===== src/rtl/wavelength_to_rgb_color_assert.svh =====
// assertion helpers, clocked on i_clk and disabled while i_rst_n is low
`ifndef WAVELENGTH_TO_RGB_COLOR_ASSERT_SVH
`define WAVELENGTH_TO_RGB_COLOR_ASSERT_SVH

// same-cycle implication
`define WTR_ASSERT_IMP(lbl, ante, cons, msg) \
    lbl: assert property (@(posedge i_clk) disable iff (!i_rst_n) (ante) |-> (cons)) \
        else $error(msg);

// next-cycle implication
`define WTR_ASSERT_NXT(lbl, ante, cons, msg) \
    lbl: assert property (@(posedge i_clk) disable iff (!i_rst_n) (ante) |=> (cons)) \
        else $error(msg);

`endif


===== src/rtl/wtr_pkg.sv =====
package wtr_pkg;

    localparam int WL_W   = 14;
    localparam int CH_W   = 8;
    localparam int Q_W    = 17;    // q1.16, 65536 is 1.0
    localparam int X_W    = 30;    // scaled dividend
    localparam int DEN_W  = 14;
    localparam int RCP_W  = 24;
    localparam int PADDR_W = 3;

    localparam int GAMMA_HUNDREDTHS_DEF = 80;
    localparam int GAMMA_TABLE_BITS_DEF = 10;

    localparam logic [Q_W-1:0]  ONE_Q16    = 17'd65536;
    localparam logic [CH_W-1:0] PEAK_RESET = 8'd255;

    // register index taken from paddr[2]
    localparam logic REG_IDX_PEAK = 1'b0;

    // segment edges in 1/16 nm
    localparam logic [WL_W-1:0] WL_380 = 14'd6080;
    localparam logic [WL_W-1:0] WL_420 = 14'd6720;
    localparam logic [WL_W-1:0] WL_440 = 14'd7040;
    localparam logic [WL_W-1:0] WL_490 = 14'd7840;
    localparam logic [WL_W-1:0] WL_510 = 14'd8160;
    localparam logic [WL_W-1:0] WL_580 = 14'd9280;
    localparam logic [WL_W-1:0] WL_645 = 14'd10320;
    localparam logic [WL_W-1:0] WL_701 = 14'd11216;
    localparam logic [WL_W-1:0] WL_781 = 14'd12496;

    typedef enum logic [2:0] {
        DEN_960,
        DEN_800,
        DEN_320,
        DEN_1120,
        DEN_1040,
        DEN_6400,
        DEN_12800
    } t_den;

    typedef enum logic [1:0] {
        CH_ZERO,
        CH_ONE,
        CH_RATIO
    } t_chsel;

    typedef struct packed {
        t_chsel sel_r;
        t_chsel sel_g;
        t_chsel sel_b;
        logic   f_one;
    } t_side;

    typedef struct packed {
        logic [X_W-1:0] x_c;
        t_den           den_c;
        logic [X_W-1:0] x_f;
        t_den           den_f;
        t_side          side;
    } t_dec;

    function automatic logic [DEN_W-1:0] den_value(input t_den d);
        logic [DEN_W-1:0] v;
        unique case (d)
            DEN_960:   v = 14'd960;
            DEN_800:   v = 14'd800;
            DEN_320:   v = 14'd320;
            DEN_1120:  v = 14'd1120;
            DEN_1040:  v = 14'd1040;
            DEN_6400:  v = 14'd6400;
            DEN_12800: v = 14'd12800;
            default:   v = 14'd12800;
        endcase
        return v;
    endfunction

    // floor(2^32 / den)
    function automatic logic [RCP_W-1:0] den_recip(input t_den d);
        logic [RCP_W-1:0] v;
        unique case (d)
            DEN_960:   v = 24'd4473924;
            DEN_800:   v = 24'd5368709;
            DEN_320:   v = 24'd13421772;
            DEN_1120:  v = 24'd3834792;
            DEN_1040:  v = 24'd4129776;
            DEN_6400:  v = 24'd671088;
            DEN_12800: v = 24'd335544;
            default:   v = 24'd335544;
        endcase
        return v;
    endfunction

    function automatic logic [63:0] isqrt64(input logic [63:0] v_in);
        logic [63:0] v;
        logic [63:0] r;
        logic [63:0] bit_m;
        logic        started;
        v = v_in;
        r = 64'd0;
        started = 1'b0;
        for (int j = 31; j >= 0; j--) begin
            bit_m = 64'd1 << (2 * j);
            if (!started && bit_m <= v)
                started = 1'b1;
            if (started) begin
                if (v >= r + bit_m) begin
                    v = v - (r + bit_m);
                    r = (r >> 1) + bit_m;
                end else begin
                    r = r >> 1;
                end
            end
        end
        return r;
    endfunction

    // x^(hundredths/100) for x = idx / 2^tbits, q1.16, elaboration only
    function automatic logic [Q_W-1:0] gamma_entry(input int unsigned idx,
                                                   input int unsigned hundredths,
                                                   input int unsigned tbits);
        logic [63:0] root [16];
        logic [63:0] m;
        logic [63:0] neg;
        logic [63:0] t;
        logic [63:0] p;
        logic [63:0] res;
        int unsigned e;
        int unsigned frac;
        int unsigned n;
        int unsigned f;
        if (idx == 0)
            return '0;
        root[0] = isqrt64(64'd1 << 59);
        for (int k = 1; k < 16; k++)
            root[k] = isqrt64(root[k-1] << 30);
        e = 0;
        for (int k = 0; k < 31; k++)
            if ((idx >> (k + 1)) != 0)
                e = k + 1;
        m = 64'(idx) << (30 - e);
        frac = 0;
        // log2 mantissa bits by repeated squaring
        for (int k = 0; k < 16; k++) begin
            m = (m * m) >> 30;
            frac = frac << 1;
            if (m >= (64'd1 << 31)) begin
                frac = frac | 1;
                m = m >> 1;
            end
        end
        neg = 64'(tbits - e) * 64'd65536 - 64'(frac);
        t = (neg * 64'(hundredths) + 64'd50) / 64'd100;
        n = 32'(t >> 16);
        f = 32'(t & 64'hFFFF);
        p = 64'd1 << 30;
        for (int k = 0; k < 16; k++)
            if (((f >> (15 - k)) & 1) != 0)
                p = (p * root[k] + (64'd1 << 29)) >> 30;
        if (n + 14 >= 31)
            res = 64'd0;
        else
            res = (p + (64'd1 << (13 + n))) >> (14 + n);
        return res[Q_W-1:0];
    endfunction

endpackage


===== src/rtl/wtr_cdiv.sv =====
// rounded quotient by a fixed denominator: reciprocal estimate, back-multiply, fix-up
module wtr_cdiv
    import wtr_pkg::*;
(
    input  logic           i_clk,
    input  logic           i_en,
    input  logic [X_W-1:0] i_x,
    input  t_den           i_den,
    output logic [Q_W-1:0] o_q
);

    logic [X_W+RCP_W-1:0] prod_est;
    logic [X_W-1:0]       rem;

    logic [X_W-1:0]       r_x1;
    t_den                 r_den1;
    logic [Q_W-1:0]       r_qe1;
    logic [X_W-1:0]       r_x2;
    t_den                 r_den2;
    logic [Q_W-1:0]       r_qe2;
    logic [Q_W+DEN_W-1:0] r_qd2;
    logic [Q_W-1:0]       r_q;

    // estimate is the true quotient or one short
    assign prod_est = (X_W+RCP_W)'(i_x) * (X_W+RCP_W)'(den_recip(i_den));
    assign rem      = r_x2 - X_W'(r_qd2);

    always_ff @(posedge i_clk) begin
        if (i_en) begin
            r_x1   <= i_x;
            r_den1 <= i_den;
            r_qe1  <= prod_est[32 +: Q_W];

            r_x2   <= r_x1;
            r_den2 <= r_den1;
            r_qe2  <= r_qe1;
            r_qd2  <= (Q_W+DEN_W)'(r_qe1) * (Q_W+DEN_W)'(den_value(r_den1));

            r_q    <= (rem >= X_W'(den_value(r_den2))) ? r_qe2 + 1'b1 : r_qe2;
        end
    end

    assign o_q = r_q;

endmodule


===== config.mk =====
export PLATFORM = sky130hd
export DESIGN_NAME = wtr_cdiv
export DESIGN_NICKNAME = d
export VERILOG_FILES = /design/src/rtl/wavelength_to_rgb_color_assert.svh /design/src/rtl/wtr_pkg.sv /design/src/rtl/wtr_cdiv.sv
export SDC_FILE = /design/constraint.sdc
export NUM_CORES = 2
export LEC_CHECK = 0
export ABC_AREA = 1
export ABC_CLOCK_PERIOD_IN_PS = 6600
export CORE_UTILIZATION = 38
export DETAILED_ROUTE_END_ITERATION = 16
export DONT_BUFFER_PORTS = 1
export MAX_ROUTING_LAYER = met4
export PLACE_DENSITY_LB_ADDON = 0.3
export SETUP_SLACK_MARGIN = 0.2
export SKIP_LAST_GASP = 1
export SLEW_MARGIN = 15
export SYNTH_ARGS = -nofsm -noshare
export SYNTH_HDL_FRONTEND = slang
export SYNTH_SLANG_ARGS = --single-unit

===== constraint.sdc =====
create_clock -name i_clk -period 6.6 [get_ports i_clk]
set_input_delay 0.66 -clock i_clk [delete_from_list [all_inputs] [get_ports i_clk]]
set_output_delay 0.66 -clock i_clk [all_outputs]
set_load 0.02 [all_outputs]

Word level (Yosys, flattened, before mapping)
Index checks and enable logic that the tools add are counted.
Widths: inputs -> output; s select.

operators by class
  $add $sub $neg = 2
  $mul = 2
  magnitude comparators = 1
  eq/ne operators = 15
  multiplexer cells = 6
  reduce and logical (&&, ||, !) cells = 3

operators with widths
  operator               number
  $pmux 14 s6            2
  $pmux 24 s6            1
  $mul 30x24->49         1
  $ge 30x14->1           1
  $mul 17x14->30         1
  $sub 30x30->30         1
  $mux 14                2
  $eq 3x2->1 const B     6
  $eq 3x3->1 const B     6
  $add 17x1->17 const B  1
  $mux 17                1
  $eq 3x1->1 const B     3
  $logic_not 3->1        3

word-level totals
  register bits after elaboration = 147
  bits of input ports = 35
  output and inout bits = 17

Logic depth before layout (Yosys ltp)
  depth in word-level cells = 5
  mapped depth = 35
  depth with buffers taken out = 33

Worst setup path after synthesis
No wires, ideal clock.

  kind = input -> register
  start point = input port i_den[1]
  end point = register r_qe1[12] (data pin)
  arrival = 6.795 ns
  required time = 6.341 ns
  path slack = -0.454 ns
  stages on the path = 34
  cells stage by stage = buf_2 -> nand2_1 -> inv_1 -> nor2_2 -> inv_2 -> clkbuf_1 -> nand2_1 -> inv_2 -> buf_1 -> nand2_1 -> fa_1 -> inv_1 -> fa_1 -> inv_1 -> fa_1 -> inv_1 -> fa_1 -> fa_1 -> fa_1 -> inv_1 -> fa_1 -> inv_1 -> ha_1 -> a21oi_1 -> inv_1 -> a31oi_1 -> inv_1 -> a21boi_0 -> o21ai_0 -> nor2_1 -> nand2_1 -> nand2_1 -> nand2_1 -> xor2_1

between the ends
  word-level cells in the longest chain between the ends = 3

RTL lines
  what                                RTL line        source
  from (decl)                         wtr_cdiv.sv:8   input t_den i_den,
  $eq 3x3->1 (tied with other cells)  wtr_pkg.sv:80   unique case (d)
  $pmux 24 s6 *                       wtr_pkg.sv:80
  $mul 30x24->49 *                    wtr_cdiv.sv:25  assign prod_est = (X_W+RCP_W)'(i_x) * (X_W+RCP_W)'(den_recip(i_den));
  via prod_est[44]                    wtr_cdiv.sv:12  logic [X_W+RCP_W-1:0] prod_est;
  to (signal assigned)                wtr_cdiv.sv:32  r_qe1 <= prod_est[32 +: Q_W];
  to (decl)                           wtr_cdiv.sv:17  logic [Q_W-1:0] r_qe1;

Mark *: on every way through the listed nets, which the timed path passes. The rest lies on a longest branch.
A chain may end at the register's enable or synchronous reset.

Final worst setup path
  start point = input port i_den[1]
  end point = register r_qe1[8] (data pin)

The elaborated chain is that of the path after synthesis.

==> flow_summary.yaml <==
run_status:
  status: "complete, no violations"
die:
  ios: 52
  die_area_sq_um: 92200
  rows: 110
  initial_utilization_pct: 38.4
  die_y_microns: 304
  fp.coreArea_sq_um: 90000
  dieWidth_microns: 304
critical_path:
  cp_common_cell: "fa_1"
  crit_required_ns: 6.80
  crit_type: "in -> reg"
  r2r_slack_ns: 0.47
  endpoint_kind: "flip-flop"
  path_max_fanout: 37
  cp.arrival_ns: 6.76
  slowest_delay_ns: 0.56
  worstSetupStartpointType: "primary input"
  rr_endpoint: "r_qd2[24]"
  r2r-start: "r_den1[1]"
  critPathSlowestCell: "fa_2"
  r2r.worst_path.cells: 22
placement:
  place.gp.congestion: 0.975
  io_buffers: 0
  hpwl_microns: 94700
  place_inst: 5582
  dp_slack_ns: -0.665
routing:
  routed_via_density: 5.01
  route.detailed.drc: 0
  num_vias: 28400
  wirelength_microns: 113000
  drt_iter0_drc: 2191
  dr.pass1.iters: 6
  wire_per_inst_microns: 19.9
  drtAntennaViolNets: 0
clock_network:
  cts_max_level: 4
  clkSlewWorstSetupHoldPaths_ns: 0.07
  cts_root_buf: "clkbuf_16"
  cts_tree: "built"
  cts_made_buffers: 17
  cts_sinks: 143
  clockBufferDepth: 2
  postCtsHoldBufs: 0
  insertion_delay_ns: 0.45
cells_and_area:
  syn_to_final_growth_pct: 18.2
  drive_above_1_share_pct: 16.7
  post-route-util_pct: 45.4
  fin_cells: 5666
  nets: 5505
  antenna_cells: 0
flow_run:
  cap_violations: 0
min_path:
  holdCritStartpoint: "i_x[10]"
  holdPathStages: 0
  whs_endpoint: "r_x1[10]"
  hp-class: "in -> reg"
timing:
  hold_viol_final: 0
  fin_ws_ns: 0.0370
  setup_viol: 0
  skew_ns: 0.0105
  slew_viol_final: 0
  timing.final.crit_period_ns: 6.56
  tightest_slew_ns: 0.568
  max_freq_ghz: 0.152
  slew-limit-headroom_pct: 62.1
  rsz0062_at_grt: "yes"
  fin_crit_sh_pct: 99.4
grt:
  grt.total_usage_pct: 25.8
  grt_pass1_wl_microns: 174000
  grt_antenna_before_repair: 2
  met3_usage_pct: 3.48
  grt_pass1_vias: 29800
  grt_util_met2_pct: 41.9
  use_met1_pct: 33.7
  busiest_layer: "met2"
  grt_max_degree: 144
  grt.overflow.total: 0
yosys:
  synth_nets: 5224
  synth_edf_count: 143
  synth_commonest_cells: "inv_1, nand2_1, fa_1, nor2_1, ha_1"
  yosysMostFrequentCell: "inv_1"
  synth_area_sq_um: 34600
  synth.distinct_cells: 44
  synth.yosys.warnings: 0
  synth_ff_type: "edfxtp_1"
  synthTopCellsByArea: "fa_1, edfxtp_1, inv_1, ha_1, nand2_1"
  syn_area_per_cell_sq_um: 8.24
  synth_cells: 4196
  async_flop_share_pct: 0
  yosys.area.top_type: "fa_1"
  seq_area_frac_synth_pct: 12.4
  ys_seq_elements: 143
  synth_top_area_share_pct: 39.8
==> layout make-up <==
type                    count  area (sq um)
repair buffers            368          3230
inverters                1160          4380
clock inverters            15           208
multi-input cells        2787         26900
clock buffers              17           425
fillers                  8865         49100
flip-flops and latches    143          4290
well taps                1176          1470
==> worst max path at each step <==
stage / start / endpoint / slack (ns) / depth (start not counted)
2_1_floorplan: i_den[1] / r_qe1[11] / 0.02 / 30
3_3_place_gp: i_den[1] / r_qe1[11] / -0.61 / 27
3_5_place_dp: i_den[1] / r_qe1[11] / -0.67 / 30
4_1_cts: i_den[1] / r_qe1[11] / 0.1 / 29
5_1_grt: i_den[1] / r_qe1[6] / -0.14 / 34
6_report: i_den[1] / r_qe1[8] / 0.04 / 33
==> cell usage in the layout (no fill, tap or decap), types with 62 or more instances in the layout <==
cell type and instances:
edfxtp_1 143, nor2_1 380, buf_4 314, nand3_1 64, ha_1 277, inv_1 1087
inv_2 62, nand2_1 846, a21oi_1 63, fa_1 650
==> repair_timing <==
item / 4_1_cts / 5_1_grt
gates cloned: 3 / 3
gates resized for setup: 114 / 186
pin swaps: 63 / 93
setup buffers: 27 / 19
endpoints found under the setup margin: 17 / 24
==> stage by stage <==
| stage | hold WS, ns | TNS, ns | instance area [sq um] |
|---|---|---|---|
| after floorplan | 0.400 | 0 | 35300 |
| after global placement | 0.401 | -7.93 | 38800 |
| after detailed placement | 0.405 | -8.40 | 38800 |
| after CTS | 0.283 | 0 | 40000 |
| after global routing | 0.287 | -1.17 | 40900 |
| final | 0.300 | 0 | 40900 |
==> routing by layer <==
| metal | up-vias | part of all wire (%) | wire [microns] |
|---|---|---|---|
| met2 | 1149 | 47 | 52600 |
| met1 | 14200 | 42 | 47400 |
| met4 | 0 | 3.5 | 3990 |
| met5 | - | 0 | 0 |
| met3 | 203 | 8.0 | 9010 |
| li1 | 12900 | - | - |
==> worst max-delay path: cells and delay by family <==
family | cells | cell delay, ns
AO/OA/AOI/OAI | 1 | 0.06
adder cells (fa/ha/maj) | 8 | 3.79
buffers and inverters | 12 | 0.96
XOR/XNOR | 1 | 0.11
AND/OR/NAND/NOR | 11 | 1.15
==> cell families (layout without fill, tap and decap cells) <==
kind of cell	count (synthesis)	in the layout	share of synthesized area, %
and+or+nand+nor	1512	1513	17.6
xor gates and xnor gates	77	77	1.97
AOI/OAI and AO/OA	204	204	3.31
adders and majority gates	993	993	50.9
DFF	143	143	12.4
buffers and inverters	1267	1560	13.8
==> sequential cells by signal, indices dropped and copies added, names as in the netlist <==
register / cells
r_qd2: 26
r_den2: 3
r_x2: 30
o_q: 17
r_qe2: 17
r_qe1: 17
r_x1: 30
r_den1: 3
Power is not shown: default switching activity piles up to over one toggle a cycle in this logic, so the estimate is an artifact.
