$ cat src/rtl/wavelength_to_rgb_color_assert.svh
// assertion helpers, clocked on i_clk and disabled while i_rst_n is low
`ifndef WAVELENGTH_TO_RGB_COLOR_ASSERT_SVH
`define WAVELENGTH_TO_RGB_COLOR_ASSERT_SVH

// same-cycle implication
`define WTR_ASSERT_IMP(lbl, ante, cons, msg) \
    lbl: assert property (@(posedge i_clk) disable iff (!i_rst_n) (ante) |-> (cons)) \
        else $error(msg);

// next-cycle implication
`define WTR_ASSERT_NXT(lbl, ante, cons, msg) \
    lbl: assert property (@(posedge i_clk) disable iff (!i_rst_n) (ante) |=> (cons)) \
        else $error(msg);

`endif

$ cat src/rtl/wtr_pkg.sv
package wtr_pkg;

    localparam int WL_W   = 14;
    localparam int CH_W   = 8;
    localparam int Q_W    = 17;    // q1.16, 65536 is 1.0
    localparam int X_W    = 30;    // scaled dividend
    localparam int DEN_W  = 14;
    localparam int RCP_W  = 24;
    localparam int PADDR_W = 3;

    localparam int GAMMA_HUNDREDTHS_DEF = 80;
    localparam int GAMMA_TABLE_BITS_DEF = 10;

    localparam logic [Q_W-1:0]  ONE_Q16    = 17'd65536;
    localparam logic [CH_W-1:0] PEAK_RESET = 8'd255;

    // register index taken from paddr[2]
    localparam logic REG_IDX_PEAK = 1'b0;

    // segment edges in 1/16 nm
    localparam logic [WL_W-1:0] WL_380 = 14'd6080;
    localparam logic [WL_W-1:0] WL_420 = 14'd6720;
    localparam logic [WL_W-1:0] WL_440 = 14'd7040;
    localparam logic [WL_W-1:0] WL_490 = 14'd7840;
    localparam logic [WL_W-1:0] WL_510 = 14'd8160;
    localparam logic [WL_W-1:0] WL_580 = 14'd9280;
    localparam logic [WL_W-1:0] WL_645 = 14'd10320;
    localparam logic [WL_W-1:0] WL_701 = 14'd11216;
    localparam logic [WL_W-1:0] WL_781 = 14'd12496;

    typedef enum logic [2:0] {
        DEN_960,
        DEN_800,
        DEN_320,
        DEN_1120,
        DEN_1040,
        DEN_6400,
        DEN_12800
    } t_den;

    typedef enum logic [1:0] {
        CH_ZERO,
        CH_ONE,
        CH_RATIO
    } t_chsel;

    typedef struct packed {
        t_chsel sel_r;
        t_chsel sel_g;
        t_chsel sel_b;
        logic   f_one;
    } t_side;

    typedef struct packed {
        logic [X_W-1:0] x_c;
        t_den           den_c;
        logic [X_W-1:0] x_f;
        t_den           den_f;
        t_side          side;
    } t_dec;

    function automatic logic [DEN_W-1:0] den_value(input t_den d);
        logic [DEN_W-1:0] v;
        unique case (d)
            DEN_960:   v = 14'd960;
            DEN_800:   v = 14'd800;
            DEN_320:   v = 14'd320;
            DEN_1120:  v = 14'd1120;
            DEN_1040:  v = 14'd1040;
            DEN_6400:  v = 14'd6400;
            DEN_12800: v = 14'd12800;
            default:   v = 14'd12800;
        endcase
        return v;
    endfunction

    // floor(2^32 / den)
    function automatic logic [RCP_W-1:0] den_recip(input t_den d);
        logic [RCP_W-1:0] v;
        unique case (d)
            DEN_960:   v = 24'd4473924;
            DEN_800:   v = 24'd5368709;
            DEN_320:   v = 24'd13421772;
            DEN_1120:  v = 24'd3834792;
            DEN_1040:  v = 24'd4129776;
            DEN_6400:  v = 24'd671088;
            DEN_12800: v = 24'd335544;
            default:   v = 24'd335544;
        endcase
        return v;
    endfunction

    function automatic logic [63:0] isqrt64(input logic [63:0] v_in);
        logic [63:0] v;
        logic [63:0] r;
        logic [63:0] bit_m;
        logic        started;
        v = v_in;
        r = 64'd0;
        started = 1'b0;
        for (int j = 31; j >= 0; j--) begin
            bit_m = 64'd1 << (2 * j);
            if (!started && bit_m <= v)
                started = 1'b1;
            if (started) begin
                if (v >= r + bit_m) begin
                    v = v - (r + bit_m);
                    r = (r >> 1) + bit_m;
                end else begin
                    r = r >> 1;
                end
            end
        end
        return r;
    endfunction

    // x^(hundredths/100) for x = idx / 2^tbits, q1.16, elaboration only
    function automatic logic [Q_W-1:0] gamma_entry(input int unsigned idx,
                                                   input int unsigned hundredths,
                                                   input int unsigned tbits);
        logic [63:0] root [16];
        logic [63:0] m;
        logic [63:0] neg;
        logic [63:0] t;
        logic [63:0] p;
        logic [63:0] res;
        int unsigned e;
        int unsigned frac;
        int unsigned n;
        int unsigned f;
        if (idx == 0)
            return '0;
        root[0] = isqrt64(64'd1 << 59);
        for (int k = 1; k < 16; k++)
            root[k] = isqrt64(root[k-1] << 30);
        e = 0;
        for (int k = 0; k < 31; k++)
            if ((idx >> (k + 1)) != 0)
                e = k + 1;
        m = 64'(idx) << (30 - e);
        frac = 0;
        // log2 mantissa bits by repeated squaring
        for (int k = 0; k < 16; k++) begin
            m = (m * m) >> 30;
            frac = frac << 1;
            if (m >= (64'd1 << 31)) begin
                frac = frac | 1;
                m = m >> 1;
            end
        end
        neg = 64'(tbits - e) * 64'd65536 - 64'(frac);
        t = (neg * 64'(hundredths) + 64'd50) / 64'd100;
        n = 32'(t >> 16);
        f = 32'(t & 64'hFFFF);
        p = 64'd1 << 30;
        for (int k = 0; k < 16; k++)
            if (((f >> (15 - k)) & 1) != 0)
                p = (p * root[k] + (64'd1 << 29)) >> 30;
        if (n + 14 >= 31)
            res = 64'd0;
        else
            res = (p + (64'd1 << (13 + n))) >> (14 + n);
        return res[Q_W-1:0];
    endfunction

endpackage

$ cat src/rtl/wtr_decode.sv
module wtr_decode
    import wtr_pkg::*;
(
    input  logic            i_clk,
    input  logic            i_rst_n,
    input  logic            i_en,
    input  logic            i_valid,
    input  logic [WL_W-1:0] i_wavelength,
    output logic            o_valid,
    output t_dec            o_dec
);

    logic [10:0]     num_c;
    logic [WL_W-1:0] num_f;
    t_dec            n_dec;
    t_dec            r_dec;
    logic            r_valid;

    always_comb begin
        num_c = '0;
        num_f = '0;
        n_dec.den_c      = DEN_960;
        n_dec.den_f      = DEN_6400;
        n_dec.side.sel_r = CH_ZERO;
        n_dec.side.sel_g = CH_ZERO;
        n_dec.side.sel_b = CH_ZERO;
        n_dec.side.f_one = 1'b1;

        if (i_wavelength >= WL_380 && i_wavelength < WL_781) begin
            if (i_wavelength < WL_440) begin
                num_c = 11'(WL_440 - i_wavelength);
                n_dec.den_c      = DEN_960;
                n_dec.side.sel_r = CH_RATIO;
                n_dec.side.sel_b = CH_ONE;
            end else if (i_wavelength < WL_490) begin
                num_c = 11'(i_wavelength - WL_440);
                n_dec.den_c      = DEN_800;
                n_dec.side.sel_g = CH_RATIO;
                n_dec.side.sel_b = CH_ONE;
            end else if (i_wavelength < WL_510) begin
                num_c = 11'(WL_510 - i_wavelength);
                n_dec.den_c      = DEN_320;
                n_dec.side.sel_g = CH_ONE;
                n_dec.side.sel_b = CH_RATIO;
            end else if (i_wavelength < WL_580) begin
                num_c = 11'(i_wavelength - WL_510);
                n_dec.den_c      = DEN_1120;
                n_dec.side.sel_r = CH_RATIO;
                n_dec.side.sel_g = CH_ONE;
            end else if (i_wavelength < WL_645) begin
                num_c = 11'(WL_645 - i_wavelength);
                n_dec.den_c      = DEN_1040;
                n_dec.side.sel_r = CH_ONE;
                n_dec.side.sel_g = CH_RATIO;
            end else begin
                n_dec.side.sel_r = CH_ONE;
            end

            // edge falloff: 0.3 + 0.7 * ramp
            if (i_wavelength < WL_420) begin
                num_f = 14'(17'd1920 + 17'd7 * 17'(i_wavelength - WL_380));
                n_dec.den_f      = DEN_6400;
                n_dec.side.f_one = 1'b0;
            end else if (i_wavelength >= WL_701) begin
                // 3840 + 7 * (12480 - w), may dip below 0.3 near the top
                num_f = 14'(17'd91200 - 17'd7 * 17'(i_wavelength));
                n_dec.den_f      = DEN_12800;
                n_dec.side.f_one = 1'b0;
            end
        end

        n_dec.x_c = (X_W'(num_c) << 16) + X_W'(den_value(n_dec.den_c) >> 1);
        n_dec.x_f = (X_W'(num_f) << 16) + X_W'(den_value(n_dec.den_f) >> 1);
    end

    always_ff @(posedge i_clk) begin
        if (!i_rst_n) begin
            r_valid <= 1'b0;
        end else if (i_en) begin
            r_valid <= i_valid;
        end
    end

    always_ff @(posedge i_clk) begin
        if (i_en) begin
            r_dec <= n_dec;
        end
    end

    assign o_valid = r_valid;
    assign o_dec   = r_dec;

endmodule

$ cat config.mk
export PLATFORM = sky130hd
export DESIGN_NAME = wtr_decode
export DESIGN_NICKNAME = d
export VERILOG_FILES = /design/src/rtl/wavelength_to_rgb_color_assert.svh /design/src/rtl/wtr_pkg.sv /design/src/rtl/wtr_decode.sv
export SDC_FILE = /design/constraint.sdc
export NUM_CORES = 1
export LEC_CHECK = 0
export BUFFER_PORTS_ARGS = -buffer_cell sky130_fd_sc_hd__buf_2
export CAP_MARGIN = 40
export CORE_UTILIZATION = 50
export CTS_BUF_LIST = sky130_fd_sc_hd__clkbuf_8
export DETAILED_ROUTE_END_ITERATION = 8
export PLACE_DENSITY_LB_ADDON = 0.15
export SKIP_LAST_GASP = 1
export SLEW_MARGIN = 0
export SYNTH_ARGS = -nofsm -noshare
export SYNTH_HDL_FRONTEND = slang
export SYNTH_SLANG_ARGS = --single-unit
$ cat constraint.sdc
create_clock -name i_clk -period 4.1 [get_ports i_clk]
set_input_delay 0.41 -clock i_clk [delete_from_list [all_inputs] [get_ports i_clk]]
set_output_delay 0.41 -clock i_clk [all_outputs]
set_load 0.005 [all_outputs]
=== Word-level counts from Yosys, hierarchy flattened ===
Cells that the tools add are included.

* Flip-flop bits (word level): 74
* Input port bits: 18
* Output and inout port bits: 74
* Logic and storage cells: 82

* Add/sub/neg operators: 10
* $mul: 2
* $lt $le $gt $ge: 9
* Equal/unequal tests: 10
* Mux-type cells: 32
* Bitwise gates (word level): 1
* Reduce and logical (&&, ||, !) cells: 6

{| class="wikitable"
|+ Operators with widths
! kind !! number
|-
| 14-bit one-hot mux with 6 select lines || 2
|-
| 11-bit two-way mux || 6
|-
| 14-bit by 13-bit < comparator with 1-bit output (second input constant) || 4
|-
| 14-bit < comparator (second input constant) || 3
|-
| 14-bit two-way mux || 3
|-
| 30-bit by 13-bit adder with 30-bit output || 1
|-
| 27-bit by 13-bit adder with 28-bit output || 1
|-
| 2-bit two-way mux || 10
|-
| 3-bit two-way mux || 6
|-
| 3-bit by 17-bit multiplier with 14-bit output (first input constant) || 1
|-
| 14-bit by 13-bit subtractor with 15-bit output (second input constant) || 1
|-
| 11-bit by 14-bit adder with 14-bit output (first input constant) || 1
|-
| 14-bit by 13-bit >= comparator with 1-bit output (second input constant) || 1
|-
| 14-bit >= comparator (second input constant) || 1
|-
| 3-bit by 14-bit multiplier with 14-bit output (first input constant) || 1
|-
| 14-bit subtractor (first input constant) || 1
|-
| 3-bit by 2-bit == test with 1-bit output (second input constant) || 4
|-
| 3-bit == test (second input constant) || 4
|-
| 10-bit by 11-bit subtractor with 11-bit output (first input constant) || 1
|-
| 11-bit by 10-bit subtractor with 11-bit output (second input constant) || 1
|-
| 11-bit subtractor (first input constant) || 1
|-
| 11-bit subtractor (second input constant) || 1
|-
| 7-bit by 11-bit subtractor with 11-bit output (first input constant) || 1
|-
| 10-bit two-way mux || 1
|-
| other kinds (9) || 13
|}

=== Logic depth before layout (Yosys ltp) ===
Gate-level depths: netlist (run 1).

* Depth in word-level cells: 10
* Mapped depth: 13
* Gate-level depth less buffers: 13

=== Worst setup path before layout (run 1) ===
Ideal clock, no wire load.

* Path kind: in2reg
* From: input i_wavelength[3]
* To: register r_dec (netlist bit o_dec[39]), data pin
* Library setup time: 0.263 ns
* Arrival: 3.314 ns
* Data required time: 3.837 ns
* Slack: 0.523 ns
* Stages: 12
* Buffers on the path: 0
* Cell sequence: inv_1 fa_1 inv_1 ha_1 ha_1 fa_1 a211oi_1 o21bai_1 or4_1 a221oi_1 xnor2_1 o22ai_1

* Word-level cells in the longest chain between the ends: 7
* Elaborated cells between the ends (all ways): 24
* Those cells by class: add/sub: 4; mul: 2; order compare: 4; eq/ne: 5; mux: 7; reduce/logical: 2

{| class="wikitable"
|+ Ends and longest elaborated chain
! what !! RTL line !! source
|-
| start, declared || wtr_decode.sv:8 || <nowiki>input logic [WL_W-1:0] i_wavelength,</nowiki>
|-
| parallel branches: the longest is 6 deep, another holds 3-bit by 17-bit multiplier with 14-bit output || -- ||
|-
| 30-bit by 13-bit adder with 30-bit output * || wtr_decode.sv:73 || <nowiki>n_dec.x_f = (X_W'(num_f) << 16) + X_W'(den_value(n_dec.den_f) >> 1);</nowiki>
|-
| end signal, assigned || wtr_decode.sv:86 || <nowiki>r_dec <= n_dec;</nowiki>
|-
| end, declared || wtr_decode.sv:16 || <nowiki>t_dec r_dec;</nowiki>
|}

Every way passes the cells marked *.
A chain may end at the register's enable or synchronous reset.

=== Final worst setup path (run 1) ===
* From: input i_wavelength[1]
* To: register r_dec (netlist bit o_dec[39]), data pin

The elaborated chain is that of the path after synthesis.

==> summary.txt, run 1 <==
Global route
  – Gr usage total: 24.2%
  – Global route overflow: 0
  – Pin count of the biggest net entering global routing: between 40 and 50
  – Vias in the first global route: between 4000 and 5000
  – First-pass GRT wire length: about 21000 um
  – Initial antenna violation count: 0

Drt
  – Drt initial violations: between 200 and 250
  – Total number of vias: between 4000 and 5000
  – Wire per inst: 17.2 um
  – # DRC: 0
  – Avg Vias per Cell: 5.67
  – Post-Route WL: 13000 um
  – Number of iterations in the first detailed-routing pass: 5
  – DRT antenna net count: 0

Synth
  – Post-synth EDFFs: a little over 50
  – Async SR Flop Fraction: 0%
  – Post-Syn Instances: 523
  – Avg Synthesized Cell Area: ~10 um2
  – Distinct cells, synth: 68
  – Share of Yosys cell area claimed by the top area cell type: roughly 29%
  – Register area share after synthesis: 29.1%
  – Synthesis Warnings: 0
  – Number of synthesized register bits: 52
  – Area leader, netlist: edfxtp_1
  – Top FF cell, synth: edfxtp_1
  – Post-Syn Area: 0.00532 mm2
  – Top cells by area, synth: edfxtp_1 (29%), ha_1 (18%), fa_1 (7.9%)

Setup path
  – Startpoint types: input pin
  – CP max FO: 7
  – Worst EP arrival: around 3700 ps
  – Req. time, crit path: roughly 4200 ps
  – Crit path max-delay family: adder cells
  – CP Buf/Inv Count: 3
  – Critical Path Max Stage Delay: 580 ps
  – CP endpoint kind: flip-flop
  – CP max stage cell: fa_1
  – Worst setup path category: in -> reg
  – Worst-path cell chain: buf_2, inv_1, fa_1, inv_1, ha_1, ha_1, fa_1, a211oi_1, o21bai_1, or4_1, a221oi_1, xnor2_1, o22ai_1

Timing
  – Skew final: 0 ps
  – Max-Slew Margin vs Limit: 46.6%
  – Max Freq: 0.275 GHz
  – Min Tclk post-route: 3640 ps
  – Worst-Margin Slew: 801 ps
  – Final Hold Fails: 0
  – Period Utilization, post-route: 88.8%
  – Hold_ws: ~320 ps
  – Post-route setup TNS: 0 ps
  – Slew Viols, Final: 0
  – Final setup fails: 0
  – Unrepaired setup endpoints after global routing: false

Clocking
  – CTS tree: yes
  – Post-CTS Resized: 0
  – Setup Fix Bufs, Post-CTS: 0
  – Max Buffers Root-to-Sink: 2
  – TritonCTS buffer count: 5
  – CTS root buf: clkbuf_8
  – Clk sink count: 52
  – Reg clk slew, reported paths: about 100 ps
  – Worst skew pair latency: 310 ps
  – CTS Hold Bufs: 0
  – Max H-tree Level: 2

Power
  – Pwr Total: roughly 2.0 mW
  – Peak supply drop: 0.152 mV
  – Leak Pwr: 2.74 nW
  – Pwr dens: 324 mW/mm2

Floorplan
  – Io pins: 92
  – Initial core utilization: 51.6%
  – Die area: 0.0111 mm2
  – Chip width: between 100 and 150 um
  – Die Ht: 105 um
  – Core ar.: roughly 0.010 mm2
  – Cell Rows: 37

Final layout
  – Post-Layout Cell Count: 756
  – Area delta synth->final: 13.2%
  – Layout cells sized above 1: around 20%
  – Ant diodes: 0
  – Net count, final: 736

Min path
  – Hold Path Class: in -> reg

Place
  – Placed Instances: between 700 and 800
  – Routability-driven placement congestion ratio: 0.933
  – PortBufs: 72
  – Hpwl dp: approximately 10000 um

Job
  – Maxcap violations: 0

Run status
  – Outcome: finished, final reports clean
-- layout make-up --
class / count / area, um2
inverter: 45 / 169
sequential: 52 / 1550
tap: 136 / 170
timing repair buffer: 100 / 583
fill: 937 / 4300
multi-input combinational: 415 / 3460
clock buffer: 5 / 68.8
clock inverter: 3 / 27.5
-- cells in the mapped netlist (all sizes together) (2+ instances only) --
cell type,n
ha,78
edfxtp,51
inv,43
a21oi,32
o21ai,29
buf,28
nand2,27
xnor2,26
nor2,23
fa,21
xor2,14
a21o,13
o22ai,11
nand3,8
a221oi,7
a211oi,6
a31oi,6
nor3,6
o21bai,6
a21boi,5
and3,5
clkbuf,5
o21a,5
a32o,4
o221ai,4
a2111oi,3
a221o,3
a31o,3
a41oi,3
nand2b,3
nand3b,3
nand4,3
nor2b,3
or2,3
a22oi,2
a2bb2oi,2
clkinv,2
conb,2
mux2i,2
nor3b,2
o211ai,2
o31ai,2
or2b,2
or3,2
-- flip-flops by register name (all words and copies together), names as in the netlist --
| name | flops |
|---|---|
| o_dec | 51 |
| o_valid | 1 |
-- cell usage in the layout, fill, tap and decap left out, types with 24 or more instances in the layout --
cell,instances
a21oi_1,32
buf_2,72
buf_4,27
conb_1,24
edfxtp_1,51
ha_1,78
inv_1,43
nand2_1,27
o21ai_0,27
xnor2_1,26
-- per-stage QoR --
| stage | utilization, % | area (um2) | setup slack (ps) |
|---|---|---|---|
| floorplan | - | 5410 | 523 |
| global route | 58.4 | 6030 | 289 |
| global placement | 57.1 | 5890 | 251 |
| finish | 58.4 | 6030 | 460 |
| CTS | 58.4 | 6030 | 467 |
| detailed placement | 57.4 | 5930 | 140 |
-- cell families after synthesis --
family / Yosys count / share of synthesized area (%)
and+or+nand+nor: 95 / 9.22
adders and majority gates: 99 / 26.2
muxes: 2 / 0.376
xor gates and xnor gates: 41 / 7.01
other: 2 / 0.141
AOI/OAI and AO/OA: 154 / 20.4
buffers and inverters: 78 / 7.48
DFF: 52 / 29.1
-- path summary, 6_finish.rpt --
path / slack [ps] / start / cells after the start / end
hold / removal: 320 / i_rst_n / 2 / o_valid
hold reg to reg: 540 / o_valid / 2 / o_valid
setup / recovery: 460 / i_wavelength[1] / 13 / o_dec[39]
setup reg to reg: 3500 / o_valid / 2 / o_valid
-- where the power goes --
part           internal, mW  leakage [nW]  switching (mW)
logic                 0.428          2.20           0.544
clock network         0.126        0.0463           0.186
registers             0.655         0.501          0.0130
total                  1.21          2.74           0.743
-- per-layer routing --
| metal | track usage [%] | routed length (um) | vias up |
|---|---|---|---|
| met5 | 0 | 0 | - |
| met4 | 7.55 | 238 | 0 |
| met3 | 2.62 | 670 | 24 |
| met2 | 39.7 | 6120 | 152 |
| met1 | 33.4 | 5960 | 2050 |
| li1 | - | - | 2057 |
(Power assumes the default switching activity.)
==> run 2, diff against run 1 <==
ABC_CLOCK_PERIOD_IN_PS = 4100   (was default)
CORE_UTILIZATION = 35   (was 50)
CTS_CLUSTER_DIAMETER = 30   (was default)
==> run 2 against run 1 <==
  * The flow now finishes with violations (DRC)
  * Core utilization fell by 17 points
  * Final cell count rose by 6.9%
  * Critical path type unchanged
  * Largest power group unchanged
  * Highest routed layer unchanged
  * Clock-buffer cell count unchanged
==> summary.txt, run 2 (synthesized netlist as in run 1, its figures left out) <==
Timing
  – Max Freq: 0.274 GHz (-0.39%)
  – Unrepaired setup endpoints after global routing: false
  – Hold_ws: 307 ps (-12.7 ps)
  – Final Hold Fails: 0 (unchanged)
  – Final setup fails: 0 (unchanged)
  – Period Utilization, post-route: 89.1% (+0.35 points)
  – Min Tclk post-route: 3650 ps (+14.2 ps)
  – Max-Slew Margin vs Limit: 54.6% (+8.1 points)
  – Worst-Margin Slew: 673 ps (-128 ps)
  – Post-route setup TNS: 0 ps (unchanged)
  – Slew Viols, Final: 0 (unchanged)
  – Skew final: 0 ps (unchanged)

Drt
  – Wire per inst: 17.1 um (-0.64%)
  – Drt initial violations: 343 (+38%)
  – Total number of vias: 4257 (-0.61%)
  – Post-Route WL: 13800 um (+6.2%)
  – # DRC: 8 (+8)
  – Number of iterations in the first detailed-routing pass: 7 (+2)
  – DRT antenna net count: 0 (unchanged)
  – Avg Vias per Cell: 5.27 (-7.0%)

Final layout
  – Final Util: 41.6% (-17 points)
  – Post-Layout Cell Count: 808 (+6.9%)
  – Ant diodes: 0 (unchanged)
  – # fillers: 1454 (+55%)
  – Reg area: 0.00155 mm2 (unchanged)
  – Max reg flops: 51 (unchanged)
  – Area delta synth->final: 14.9%
  – Layout cells sized above 1: 20.8% (+0.51 points)
  – Commonest cells after routing, fill and taps aside: ha_1 (78), buf_2 (72), edfxtp_1 (51)
  – Multi-input logic area: 0.00346 mm2 (unchanged)
  – Net count, final: 740 (+0.54%)
  – Most common cell after layout, fill and taps aside: ha_1

Place
  – Placed Instances: 800 (+7.0%)
  – Routability-driven placement congestion ratio: 0.877 (-6.0%)
  – PortBufs: 72 (unchanged)
  – Hpwl dp: 10800 um (+8.0%)

Job
  – Maxcap violations: 0 (unchanged)

Global route
  – First-pass GRT wire length: 22100 um (+5.5%)
  – Vias in the first global route: 4192 (+1.0%)
  – Pin count of the biggest net entering global routing: 36 (-16%)
  – Global route overflow: 0 (unchanged)
  – Initial antenna violation count: 0 (unchanged)
  – Gr usage total: 17.7% (-6.4 points)

Clocking
  – Worst skew pair latency: 310 ps (about the same)
  – Reg clk slew, reported paths: 100 ps (about the same)
  – Setup Fix Bufs, Post-CTS: 0 (unchanged)
  – Clk sink count: 52 (unchanged)
  – Max Buffers Root-to-Sink: 2 (unchanged)
  – CTS tree: yes
  – Post-CTS Resized: 0 (unchanged)
  – CTS root buf: clkbuf_8
  – CTS Hold Bufs: 0 (unchanged)
  – TritonCTS buffer count: 5 (unchanged)
  – Max H-tree Level: 2 (unchanged)

Run status
  – Failing checks: DRC
  – Outcome: finished with violations

Setup path
  – Worst EP arrival: 3720 ps (about the same)
  – CP endpoint kind: flip-flop
  – Worst setup path category: in -> reg
  – Startpoint types: input pin
  – Req. time, crit path: 4170 ps (about the same)
  – CP max FO: 7 (unchanged)

Floorplan
  – Cell Rows: 44 (+19%)
  – Die area: 0.0157 mm2 (+42%)
  – Io pins: 92 (unchanged)
  – Initial core utilization: 36.2% (-15 points)
  – Core ar.: 0.0147 mm2 (+42%)
  – Die Ht: 125 um (+19%)
  – Chip width: 125 um (+19%)

Power
  – Leak Pwr: 2.76 nW (+0.71%)
  – Pwr Total: 1.97 mW (+0.75%)
  – Pwr dens: 321 mW/mm2 (-0.74%)
  – Peak supply drop: 0.168 mV (+10%)

Min path
  – Hold Path Class: in -> reg
run 2: cell count changes in the layout (fill, tap and decap cells not counted), sizes merged:
| cell | previous run | this run |
|---|---|---|
| buf | 100 | 104 |
run 2: per-layer routing:
layer | wire length (um) | global-route usage (%) | up-vias
met5 | 0 | 0 | -
met3 | 624 | 1.80 | 11
met2 | 6480 | 29.8 | 127
met1 | 6500 | 24.3 | 2059
li1 | - | - | 2060
met4 | 189 | 4.59 | 0
run 2: per-stage QoR:
step                setup slack, ps  instance area [um2]
floorplan                       523                 5410
global placement                209                 5980
detailed placement              139                 6020
CTS                             455                 6120
global route                    208                 6120
finish                          446                 6120
run 2: report_power, final:
part,internal (mW),total (mW),switching [mW]
registers,0.655,0.668,0.0131
clock network,0.126,0.320,0.194
logic,0.432,0.977,0.546
run 2: layout make-up:
class / instances / share of cell area (%)
Tap cell: 184 / 3.76
Timing Repair Buffer: 104 / 10.0
Sequential cell: 52 / 25.4
Multi-Input combinational cell: 415 / 56.5
Inverter: 45 / 2.76
Clock buffer: 5 / 1.13
Clock inverter: 3 / 0.450
run 2: path summary, 6_finish.rpt:
check             startpoint   endpoint  slack [ps]  cells after the start
min reg2reg          o_valid    o_valid         530                      2
max reg2reg          o_valid    o_valid        3510                      2
max          i_wavelength[1]  o_dec[39]         450                     13
min                  i_rst_n    o_valid         310                      2
run 2: worst max-delay path, cell delays in order:
cell and delay, ps:
buf_2 130, inv_1 170, fa_1 580, inv_1 40, ha_1 280, ha_1 250
fa_1 430, a211oi_1 240, o21bai_1 130, or4_1 460, a221oi_1 350, xnor2_1 160
o22ai_1 90
